--- src/design/nsqrt_pkg.sv ---
// ----------------------------------------------------------------------------
// nsqrt_pkg
// Shared types and constants for the Newton square root block.
// ----------------------------------------------------------------------------
package nsqrt_pkg;

  // Field widths fixed by the stream format
  localparam int RADICAND_W  = 32;
  localparam int ROOT_W      = 52;
  localparam int STEPS_W     = 7;
  localparam int TOL_W       = 32;
  localparam int IN_TDATA_W  = 32;
  localparam int OUT_TDATA_W = 64;   // root + steps_used, padded to whole bytes
  localparam int OUT_TUSER_W = 1;

  // Parameter defaults
  localparam int MAX_STEPS_DEF = 64;
  localparam int FRAC_BITS_DEF = 32;

  // Tolerance after reset, Q0.32, about 0.0001
  localparam logic [TOL_W-1:0] TOL_RESET = 32'd429497;

  // Sequencer states
  typedef enum logic [3:0] {
    ST_IDLE,
    ST_DIV,
    ST_SUM,
    ST_SQ0,
    ST_SQ1,
    ST_SQ2,
    ST_SQ3,
    ST_ERR,
    ST_CHK,
    ST_OUT
  } nsqrt_state_t;

endpackage

--- src/design/newton_square_root.sv ---
// ----------------------------------------------------------------------------
// newton_square_root
// Newton-Raphson square root of an unsigned Q20.12 value, iterating
// y = (x/y + y)/2 from the root of the previous request until |x - y*y|
// drops below the tolerance register or the step cap is reached.
// ----------------------------------------------------------------------------
//
//  channel | direction | handshake               | payload
//  --------+-----------+-------------------------+-----------------------------
//  in_     | in        | in_tvalid / in_tready   | tdata: radicand[31:0]
//  out_    | out       | out_tvalid / out_tready | tdata: root, steps_used;
//          |           |                         | tuser: converged
//  cfg_    | in        | cfg_valid / cfg_ready   | tolerance[31:0]
//
//  Each Newton step runs the restoring divider at one quotient bit per
//  cycle, then the estimate update, the squaring on the shared 32x32
//  multiplier (ST_SQ0 to ST_SQ3) and the error check (ST_ERR, ST_CHK). A
//  request runs steps_used steps, then loads the output register in ST_OUT.
//  in_tready is high only while the sequencer is idle, so a new request is
//  taken only after the previous one has finished all its steps.
//  The finished result sits in the output register while the next request
//  is taken; the sequencer waits at the end of a request only if the
//  previous result has not been taken yet. Reset is synchronous, active low.
//
module newton_square_root #(
  parameter int MAX_STEPS = nsqrt_pkg::MAX_STEPS_DEF,
  parameter int FRAC_BITS = nsqrt_pkg::FRAC_BITS_DEF
) (
  input  logic                               clk,
  input  logic                               rst_n,
  // radicand[31:0]
  input  logic [nsqrt_pkg::IN_TDATA_W-1:0]   in_tdata,
  input  logic                               in_tvalid,
  output logic                               in_tready,
  // root[51:0], steps_used[58:52], zero pad[63:59]
  output logic [nsqrt_pkg::OUT_TDATA_W-1:0]  out_tdata,
  // converged[0]
  output logic [nsqrt_pkg::OUT_TUSER_W-1:0]  out_tuser,
  output logic                               out_tvalid,
  input  logic                               out_tready,
  // tolerance[31:0]
  input  logic [nsqrt_pkg::TOL_W-1:0]        cfg_data,
  input  logic                               cfg_valid,
  output logic                               cfg_ready
);
  import nsqrt_pkg::*;

  localparam int EST_W     = 20 + FRAC_BITS;          // estimate, Q20.FRAC_BITS
  localparam int QUO_W     = EST_W + 1;               // saturated quotient
  localparam int DIV_SHIFT = 2 * FRAC_BITS - 12;
  localparam int DIV_BITS  = RADICAND_W + DIV_SHIFT;  // divider iterations
  localparam int CNT_W     = $clog2(DIV_BITS);
  localparam int ACC_W     = 2 * EST_W;               // full square
  localparam int SQ_SHIFT  = 2 * FRAC_BITS - 32;
  localparam int OVF_W     = ACC_W - SQ_SHIFT - 64;
  localparam int WIDE_W    = (EST_W > ROOT_W) ? EST_W : ROOT_W;

  nsqrt_state_t state_r, state_nxt;

  logic [TOL_W-1:0]      tol_r, tol_nxt;
  logic [EST_W-1:0]      est_r, est_nxt;
  logic [RADICAND_W-1:0] x_r, x_nxt;
  logic [STEPS_W-1:0]    steps_r, steps_nxt;
  logic [RADICAND_W-1:0] xsh_r, xsh_nxt;
  logic [EST_W:0]        rem_r, rem_nxt;
  logic [QUO_W-1:0]      quo_r, quo_nxt;
  logic                  sat_r, sat_nxt;
  logic [CNT_W-1:0]      cnt_r, cnt_nxt;
  logic [63:0]           prod_r, prod_nxt;
  logic [ACC_W-1:0]      acc_r, acc_nxt;
  logic [63:0]           err_r, err_nxt;
  logic                  fits_r, fits_nxt;
  logic                  conv_r, conv_nxt;
  logic [OUT_TDATA_W-1:0] odata_r, odata_nxt;
  logic                  ouser_r, ouser_nxt;
  logic                  ovalid_r, ovalid_nxt;

  // Shared multiplier
  logic [31:0] mul_a, mul_b;
  logic [63:0] mul_p;

  // Divider step
  logic [EST_W:0]  rem_shift;
  logic [EST_W:0]  div_den;
  logic            quo_bit;

  // Estimate update
  logic [QUO_W-1:0] quo_fin;
  logic [EST_W+1:0] est_sum;
  logic [EST_W:0]   est_half;

  // Error check
  logic [63:0]     sq_q32;
  logic [63:0]     xq;
  logic [WIDE_W-1:0] est_wide;
  logic [STEPS_W-1:0] steps_inc;
  logic            conv_now;

  assign in_tready  = (state_r == ST_IDLE);
  assign cfg_ready  = 1'b1;
  assign out_tvalid = ovalid_r;
  assign out_tdata  = odata_r;
  assign out_tuser  = ouser_r;

  // Pick multiplier operands for the three partial products of y*y
  always_comb begin
    unique case (state_r)
      ST_SQ1: begin
        mul_a = est_r[31:0];
        mul_b = 32'(est_r[EST_W-1:32]);
      end
      ST_SQ2: begin
        mul_a = 32'(est_r[EST_W-1:32]);
        mul_b = 32'(est_r[EST_W-1:32]);
      end
      default: begin
        mul_a = est_r[31:0];
        mul_b = est_r[31:0];
      end
    endcase
  end
  assign mul_p = mul_a * mul_b;

  // Restoring divider step: shift in one dividend bit, try to subtract
  assign div_den   = {1'b0, est_r};
  assign rem_shift = {rem_r[EST_W-1:0], xsh_r[RADICAND_W-1]};
  assign quo_bit   = (rem_shift >= div_den);

  // New estimate, (quotient + estimate) / 2 with saturation
  assign quo_fin  = sat_r ? {QUO_W{1'b1}} : quo_r;
  assign est_sum  = (EST_W+2)'(quo_fin) + (EST_W+2)'(est_r);
  assign est_half = est_sum[EST_W+1:1];

  // Square truncated to Q.32 and the radicand on the same scale
  assign sq_q32    = acc_r[SQ_SHIFT +: 64];
  assign xq        = {12'd0, x_r, 20'd0};
  assign est_wide  = WIDE_W'(est_r);
  assign steps_inc = steps_r + 7'd1;
  assign conv_now  = fits_r && (err_r < 64'(tol_r));

  // Sequencer: next state and datapath updates
  always_comb begin
    state_nxt  = state_r;
    tol_nxt    = cfg_valid ? cfg_data : tol_r;
    est_nxt    = est_r;
    x_nxt      = x_r;
    steps_nxt  = steps_r;
    xsh_nxt    = xsh_r;
    rem_nxt    = rem_r;
    quo_nxt    = quo_r;
    sat_nxt    = sat_r;
    cnt_nxt    = cnt_r;
    prod_nxt   = prod_r;
    acc_nxt    = acc_r;
    err_nxt    = err_r;
    fits_nxt   = fits_r;
    conv_nxt   = conv_r;
    odata_nxt  = odata_r;
    ouser_nxt  = ouser_r;
    ovalid_nxt = ovalid_r && !out_tready;

    unique case (state_r)
      ST_IDLE: begin
        // Take a request and start its first division
        if (in_tvalid) begin
          x_nxt     = in_tdata[RADICAND_W-1:0];
          xsh_nxt   = in_tdata[RADICAND_W-1:0];
          steps_nxt = '0;
          rem_nxt   = '0;
          quo_nxt   = '0;
          sat_nxt   = 1'b0;
          cnt_nxt   = '0;
          state_nxt = ST_DIV;
        end
      end
      ST_DIV: begin
        // One quotient bit per cycle; a zero estimate saturates on its own
        xsh_nxt = {xsh_r[RADICAND_W-2:0], 1'b0};
        rem_nxt = quo_bit ? (rem_shift - div_den) : rem_shift;
        if (quo_r[QUO_W-1]) begin
          sat_nxt = 1'b1;
        end else begin
          quo_nxt = {quo_r[QUO_W-2:0], quo_bit};
        end
        cnt_nxt = cnt_r + 1'b1;
        if (cnt_r == CNT_W'(DIV_BITS - 1)) begin
          state_nxt = ST_SUM;
        end
      end
      ST_SUM: begin
        est_nxt   = est_half[EST_W] ? {EST_W{1'b1}} : est_half[EST_W-1:0];
        state_nxt = ST_SQ0;
      end
      ST_SQ0: begin
        // low half squared
        prod_nxt  = mul_p;
        state_nxt = ST_SQ1;
      end
      ST_SQ1: begin
        // cross term, counted twice
        acc_nxt   = ACC_W'(prod_r);
        prod_nxt  = mul_p;
        state_nxt = ST_SQ2;
      end
      ST_SQ2: begin
        // high half squared
        acc_nxt   = acc_r + (ACC_W'(prod_r) << 33);
        prod_nxt  = mul_p;
        state_nxt = ST_SQ3;
      end
      ST_SQ3: begin
        acc_nxt   = acc_r + (ACC_W'(prod_r) << 64);
        state_nxt = ST_ERR;
      end
      ST_ERR: begin
        fits_nxt  = (acc_r[ACC_W-1 -: OVF_W] == '0);
        err_nxt   = (sq_q32 > xq) ? (sq_q32 - xq) : (xq - sq_q32);
        state_nxt = ST_CHK;
      end
      ST_CHK: begin
        // Stop on convergence or at the step cap, else run another step
        steps_nxt = steps_inc;
        conv_nxt  = conv_now;
        if (conv_now || (steps_inc == STEPS_W'(MAX_STEPS))) begin
          state_nxt = ST_OUT;
        end else begin
          xsh_nxt   = x_r;
          rem_nxt   = '0;
          quo_nxt   = '0;
          sat_nxt   = 1'b0;
          cnt_nxt   = '0;
          state_nxt = ST_DIV;
        end
      end
      ST_OUT: begin
        // Load the output register once the previous result is gone
        if (!ovalid_r || out_tready) begin
          odata_nxt  = {5'd0, steps_r, est_wide[ROOT_W-1:0]};
          ouser_nxt  = conv_r;
          ovalid_nxt = 1'b1;
          state_nxt  = ST_IDLE;
        end
      end
      default: begin
        state_nxt = ST_IDLE;
      end
    endcase
  end

  // State register
  always_ff @(posedge clk) begin
    if (!rst_n) begin
      state_r <= ST_IDLE;
    end else begin
      state_r <= state_nxt;
    end
  end

  // Control and carried-over state
  always_ff @(posedge clk) begin
    if (!rst_n) begin
      tol_r    <= TOL_RESET;
      est_r    <= EST_W'(2) << FRAC_BITS;
      x_r      <= '0;
      steps_r  <= '0;
      ovalid_r <= 1'b0;
    end else begin
      tol_r    <= tol_nxt;
      est_r    <= est_nxt;
      x_r      <= x_nxt;
      steps_r  <= steps_nxt;
      ovalid_r <= ovalid_nxt;
    end
  end

  // Working registers of the divider, multiplier and result
  always_ff @(posedge clk) begin
    xsh_r   <= xsh_nxt;
    rem_r   <= rem_nxt;
    quo_r   <= quo_nxt;
    sat_r   <= sat_nxt;
    cnt_r   <= cnt_nxt;
    prod_r  <= prod_nxt;
    acc_r   <= acc_nxt;
    err_r   <= err_nxt;
    fits_r  <= fits_nxt;
    conv_r  <= conv_nxt;
    odata_r <= odata_nxt;
    ouser_r <= ouser_nxt;
  end

endmodule

--- config.mk ---
export PLATFORM = sky130hd
export DESIGN_NAME = newton_square_root
export DESIGN_NICKNAME = d
export VERILOG_FILES = /design/src/design/nsqrt_pkg.sv /design/src/design/newton_square_root.sv
export SDC_FILE = /design/constraint.sdc
export NUM_CORES = 2
export LEC_CHECK = 0
export BUFFER_PORTS_ARGS = -buffer_cell sky130_fd_sc_hd__buf_2
export CORE_MARGIN = 4
export CORE_UTILIZATION = 30
export CTS_CLUSTER_DIAMETER = 120
export CTS_CLUSTER_SIZE = 30
export DETAILED_ROUTE_END_ITERATION = 10
export GPL_TIMING_DRIVEN = 0
export SLEW_MARGIN = 20
export SYNTH_ARGS = -nofsm -noshare
export SYNTH_HDL_FRONTEND = slang
export SYNTH_SLANG_ARGS = --single-unit
--- constraint.sdc ---
create_clock -name clk -period 14.9 [get_ports clk]
set_clock_uncertainty 0.2 [all_clocks]
set_input_delay 1.49 -clock clk [delete_from_list [all_inputs] [get_ports clk]]
set_output_delay 1.49 -clock clk [all_outputs]
set_load 0.01 [all_outputs]
==> Word level (Yosys, flattened, before mapping) <==
Index checks and enable logic that the tools add are counted.
{ "totals": {"elab_cells": 98, "regBits": 567, "out_inout_bits": 68, "inputBits": 69} }
{ "classes": {"n_reduce_logical": 20, "n_mul": 1, "eq_ne": 17, "order_cmp": 3, "mux": 30, "add_sub_neg": 8} }
{ "op_table": {"columns": ["cell", "count"], "rows": [
  ["$pmux 104 s3", 1],
  ["$mux 53", 4],
  ["$pmux 53 s3", 1],
  ["$pmux 52 s3", 1],
  ["$mux 32", 4],
  ["$add 104x104->104", 1],
  ["$add 104x97->104", 1],
  ["$mux 52", 2],
  ["$pmux 32 s3", 1],
  ["$gt 64x52->1", 1],
  ["$lt 64x32->1", 1],
  ["$mul 32x32->64", 1],
  ["$mux 64", 1],
  ["$sub 52x64->64", 1],
  ["$sub 64x52->64", 1],
  ["$add 53x52->54", 1],
  ["$ge 53x52->1", 1],
  ["$sub 52x52->52", 1],
  ["$pmux 4 s10", 1],
  ["$pmux 7 s3", 1],
  ["$eq 4x3->1 const B", 4],
  ["$mux 4", 4],
  ["$add 7x1->7 const B", 2],
  ["$eq 7x7->1 const B", 2],
  ["20 further kinds", 40]
]} }

==> Depth between registers and ports, before layout <==
{ "logic_depth": {"word_depth": 5, "ltp_mapped": 38, "mapped_depth_nobuf": 33} }

==> Worst setup path after synthesis <==
OpenSTA, ideal clock, no wires.
{ "synth_timing": {"path_type": "register to register", "start": "register state_r[1]", "end": "register prod_r[62] (data pin)", "setup_time_ps": 258, "path_slack_ps": 4957, "arrival_ps": 9485, "period_less_slack_ps": 9943, "stages_incl_launch_ff": 34, "path_cell_list": "dfxtp_1 -> clkbuf_1 -> nor2_1 -> nand2_1 -> inv_1 -> clkbuf_1 -> clkbuf_1 -> buf_1 -> nor2_1 -> clkbuf_1 -> nand2_1 -> fa_1 -> inv_1 -> fa_1 -> fa_1 -> fa_1 -> fa_1 -> fa_1 -> fa_1 -> inv_1 -> fa_1 -> inv_1 -> ha_1 -> clkbuf_1 -> a21oi_1 -> o21ai_0 -> a21o_1 -> a211oi_1 -> nor2_1 -> or4b_2 -> o21ai_0 -> o31ai_1 -> a311o_1 -> xor2_1"} }
{ "synth_via": {"elab_chain_cells": 4, "word_cells_on_any_way": 6, "classes_between": "1 x mul; 2 x eq/ne; 2 x mux; 1 x reduce/logical"} }
{ "synth_rtl": {"columns": ["item", "line_no", "text"], "rows": [
  ["start, declared", "newton_square_root.sv:58", "nsqrt_state_t state_r, state_nxt;"],
  ["start signal, assigned", "newton_square_root.sv:255", "state_r <= state_nxt;"],
  ["$eq 4x3->1", "newton_square_root.sv:107", "unique case (state_r)"],
  ["$reduce_or 2->1 (no source line)", null, null],
  ["$mux 32", "newton_square_root.sv:107", null],
  ["$mul 32x32->64 *", "newton_square_root.sv:122", "assign mul_p = mul_a * mul_b;"],
  ["via mul_p[62]", "newton_square_root.sv:80", "logic [63:0] mul_p;"],
  ["end signal, assigned", "newton_square_root.sv:283", "prod_r <= prod_nxt;"],
  ["end, declared", "newton_square_root.sv:69", "logic [63:0] prod_r, prod_nxt;"]
]} }
Mark *: on every way through the listed nets, which the timed path passes. The rest lies on a longest branch.
A chain may end at the register's enable or synchronous reset.

==> Worst setup path in the final report <==
{ "layout_timing": {"start": "register state_r[0]", "end": "register prod_r[56] (data pin)"} }
Same word-level chain as after synthesis.

==> impl_metrics.tcl <==
set metrics [dict create \
    outcome "completed" \
    syn_area_mm2 0.0700 \
    drtIter0Drc 6248 \
    vias 60081 \
    hold_viol 0 \
    syn_inst 7958 \
    overflow 0 \
    io_buffers 128 \
    grt_max_degree 49 \
    die_area_mm2 0.241 \
    crit_arrival_ns 14.27 \
    ir_worst_vdd_v 0.000101 \
    final_antenna_net_count 0 \
    grt_pass1_vias 60453 \
    whs_ns 0.232 \
    sequentialPowerShare 0.279 \
    critical_path_class "flop to flop" \
    routed_via_density 5.36 \
    utilization 0.327 \
    postPlaceCellArea_mm2 0.0751 \
    timing.rr.start "state_r[0]" \
    cts_buffers 25 \
    path_clk_slew_ns 0.12 \
    post-route-period-util 0.945 \
    critPathLaunch "state_r[0]" \
    cap_violations 0 \
    maxSlewViolCount 0 \
    tns_ns 0 \
    ys_top_cells_by_area "fa_1 (26%), edfxtp_1 (17%), ha_1 (10%)" \
    firstDrtPassIters 7 \
    rows 177 \
    cts_tree "done" \
    start_util 0.301 \
    rsz0062_at_grt "no" \
    max_freq_mhz 71.0 \
    dieWidth_um 491 \
    routed_wl_um 277000 \
    worst_path_max_delay_cell "clkdlybuf4s15_1" \
    maxSlewHeadroom 0.144 \
    p_int_mw 3.91 \
    max_stage_delay_ns 0.87 \
    fin_area_mm2 0.0760 \
    synth_commonest_cells "inv_1 (1,168), fa_1 (901), nor2_1 (898)" \
    min_period_ns 14.09 \
    htree_num_levels 1 \
    leakagePower_nw 33.9 \
    cts_root_buf "clkbuf_16" \
    worstSkewPairLatency_ns 0.73 \
    async_flop_share 0 \
    hp-start "conv_r" \
    nets 9682 \
    gp_congestion 1.02 \
    synthFlopType "edfxtp_1" \
    clkSinkCount 535 \
    grt_pass1_wl_um 407000 \
    ys_ff_latch 535 \
    power_frac_comb 0.604 \
    synthMostInstantiatedCell "inv_1" \
    startpoint_type "flop" \
    layout-drive-gt1-share 0.0432 \
    yosysWarnings 0 \
    drc 0 \
    coreArea_mm2 0.232 \
    clockBufferDepth 3 \
    yosysUniqueCellTypes 88 \
    die_h_um 491 \
    powerDensity_mw_per_mm2 106 \
    ys_seq_area_frac 0.211 \
    cp-end-kind "flop" \
    antenna_found_initial 12 \
    crit_fanout 10 \
    p_sw_mw 4.12 \
    synth_top_area_frac 0.258 \
    synth_top_area_cell "fa_1" \
    sw_frac_of_total 0.513 \
    cts_setup_buffers 0 \
    finalSetupViolations 0 \
    tightest_slew_ns 1.28 \
    syn_to_final_growth_pct 8.60 \
    worstHoldPathType "flop to flop" \
    routedWlPerCell_um 24.7 \
    grt_usage 0.226 \
    synth_edf_count 407 \
    hpwl_um 231000 \
    required_ns 15.08 \
    p_clk_frac 0.117 \
    ios 137 \
    synth.avg_cell_area_um2 8.79 \
]
==> cell families (layout without fill, tap and decap cells) <==
logic type | Yosys count | in the layout | synth area share
simple gates | 2428 | 2428 | 0.153
compound gates | 1561 | 1561 | 0.141
fa+ha+maj | 1467 | 1467 | 0.359
buf+inv | 1569 | 1772 | 0.0848
flops | 535 | 535 | 0.211
mux | 81 | 81 | 0.0116
xor+xnor | 315 | 315 | 0.0394
other cells | 2 | 8 | 0.000107
==> flip-flops by register name, indices dropped and copies added, names as in the netlist, 4 cells and up <==
signal     count
steps_r        7
tol_r         32
err_r         64
xsh_r         32
cnt_r          7
x_r           32
rem_r         52
prod_r        64
est_r         52
out_tdata     59
acc_r         72
state_r        4
quo_r         53
==> repair_timing <==
| item | CTS | global route |
|---|---|---|
| hold buffers | 0 | 0 |
| gates resized for setup | 0 | 6 |
| setup endpoints to repair | 0 | 8 |
==> power by group through the flow <==
stage               combinational, mW  sequential (mW)  clock [mW]
floorplan                        3.18             2.11           0
detailed placement               4.71             2.26           0
global route                     5.27             2.26        1.02
global placement                 4.61             2.29           0
CTS                              4.74             2.23       0.969
finish                           4.85             2.24       0.942
==> final timing paths <==
kind                endpoint  slack, ns  cells past startpoint
setup / recovery  prod_r[56]       0.81                     36
setup reg to reg  prod_r[56]       0.81                     36
hold reg to reg    out_tuser       0.23                      0
hold / removal     out_tuser       0.23                      0
==> area by class of cell <==
cell class,instances,area [µm²]
Fill cell,24257,156000
Multi-Input combinational cell,5858,49400
Sequential cell,535,14800
Inverter,1174,4410
Tap cell,3043,3810
Buffer,395,1550
Timing Repair Buffer,157,1120
Clock buffer,34,691
Clock inverter,12,188
Antenna cell,2,5.00
==> cell usage in the layout (no fill, tap or decap), types with 17 or more instances in the layout <==
cell type  count
o211ai_1      39
clkbuf_1     353
and2_1        79
nand2_1      860
mux2i_1       75
a21boi_0      46
nor3_1        70
or3_1         21
o21a_1        37
nor4_1        30
o21bai_1      60
buf_2        145
a21o_1       214
clkbuf_16     26
a211oi_1      54
nand3_1       99
nand2b_1      41
fa_1         901
dfxtp_1      128
xor2_1       139
nor2b_1       62
o22ai_1       34
xnor2_1      176
a21oi_1      471
nor2_1       890
o31ai_1       31
o21ai_0      316
or2_2         64
inv_1       1168
edfxtp_1     407
and3_1        52
a22oi_1       39
ha_1         566
a221oi_1      17
a31oi_1       52
nand4_1       91
==> per-stage QoR <==
stage	total power, mW	std cells	setup slack (ns)
floorplan	5.29	7962	4.96
global placement	6.90	11133	0.486
detailed placement	6.96	11162	0.422
CTS	7.93	11208	0.329
global route	8.55	11208	0.398
finish	8.04	11210	0.813
==> layer usage <==
metal  GRT usage  wire length (µm)
met4      0.0837             12800
met3      0.0626             28900
met1       0.306            117000
met2       0.342            118000
met5     0.00119                97
==> critical path, delay by kind of cell (launching register included) <==
family          cells  cell delay, ns
fa+ha+maj           9            4.17
buf+inv            13            3.99
compound gates      7            2.99
simple gates        6            1.80
flops               1            0.38
mux                 1            0.16
(Power assumes the default switching activity.)
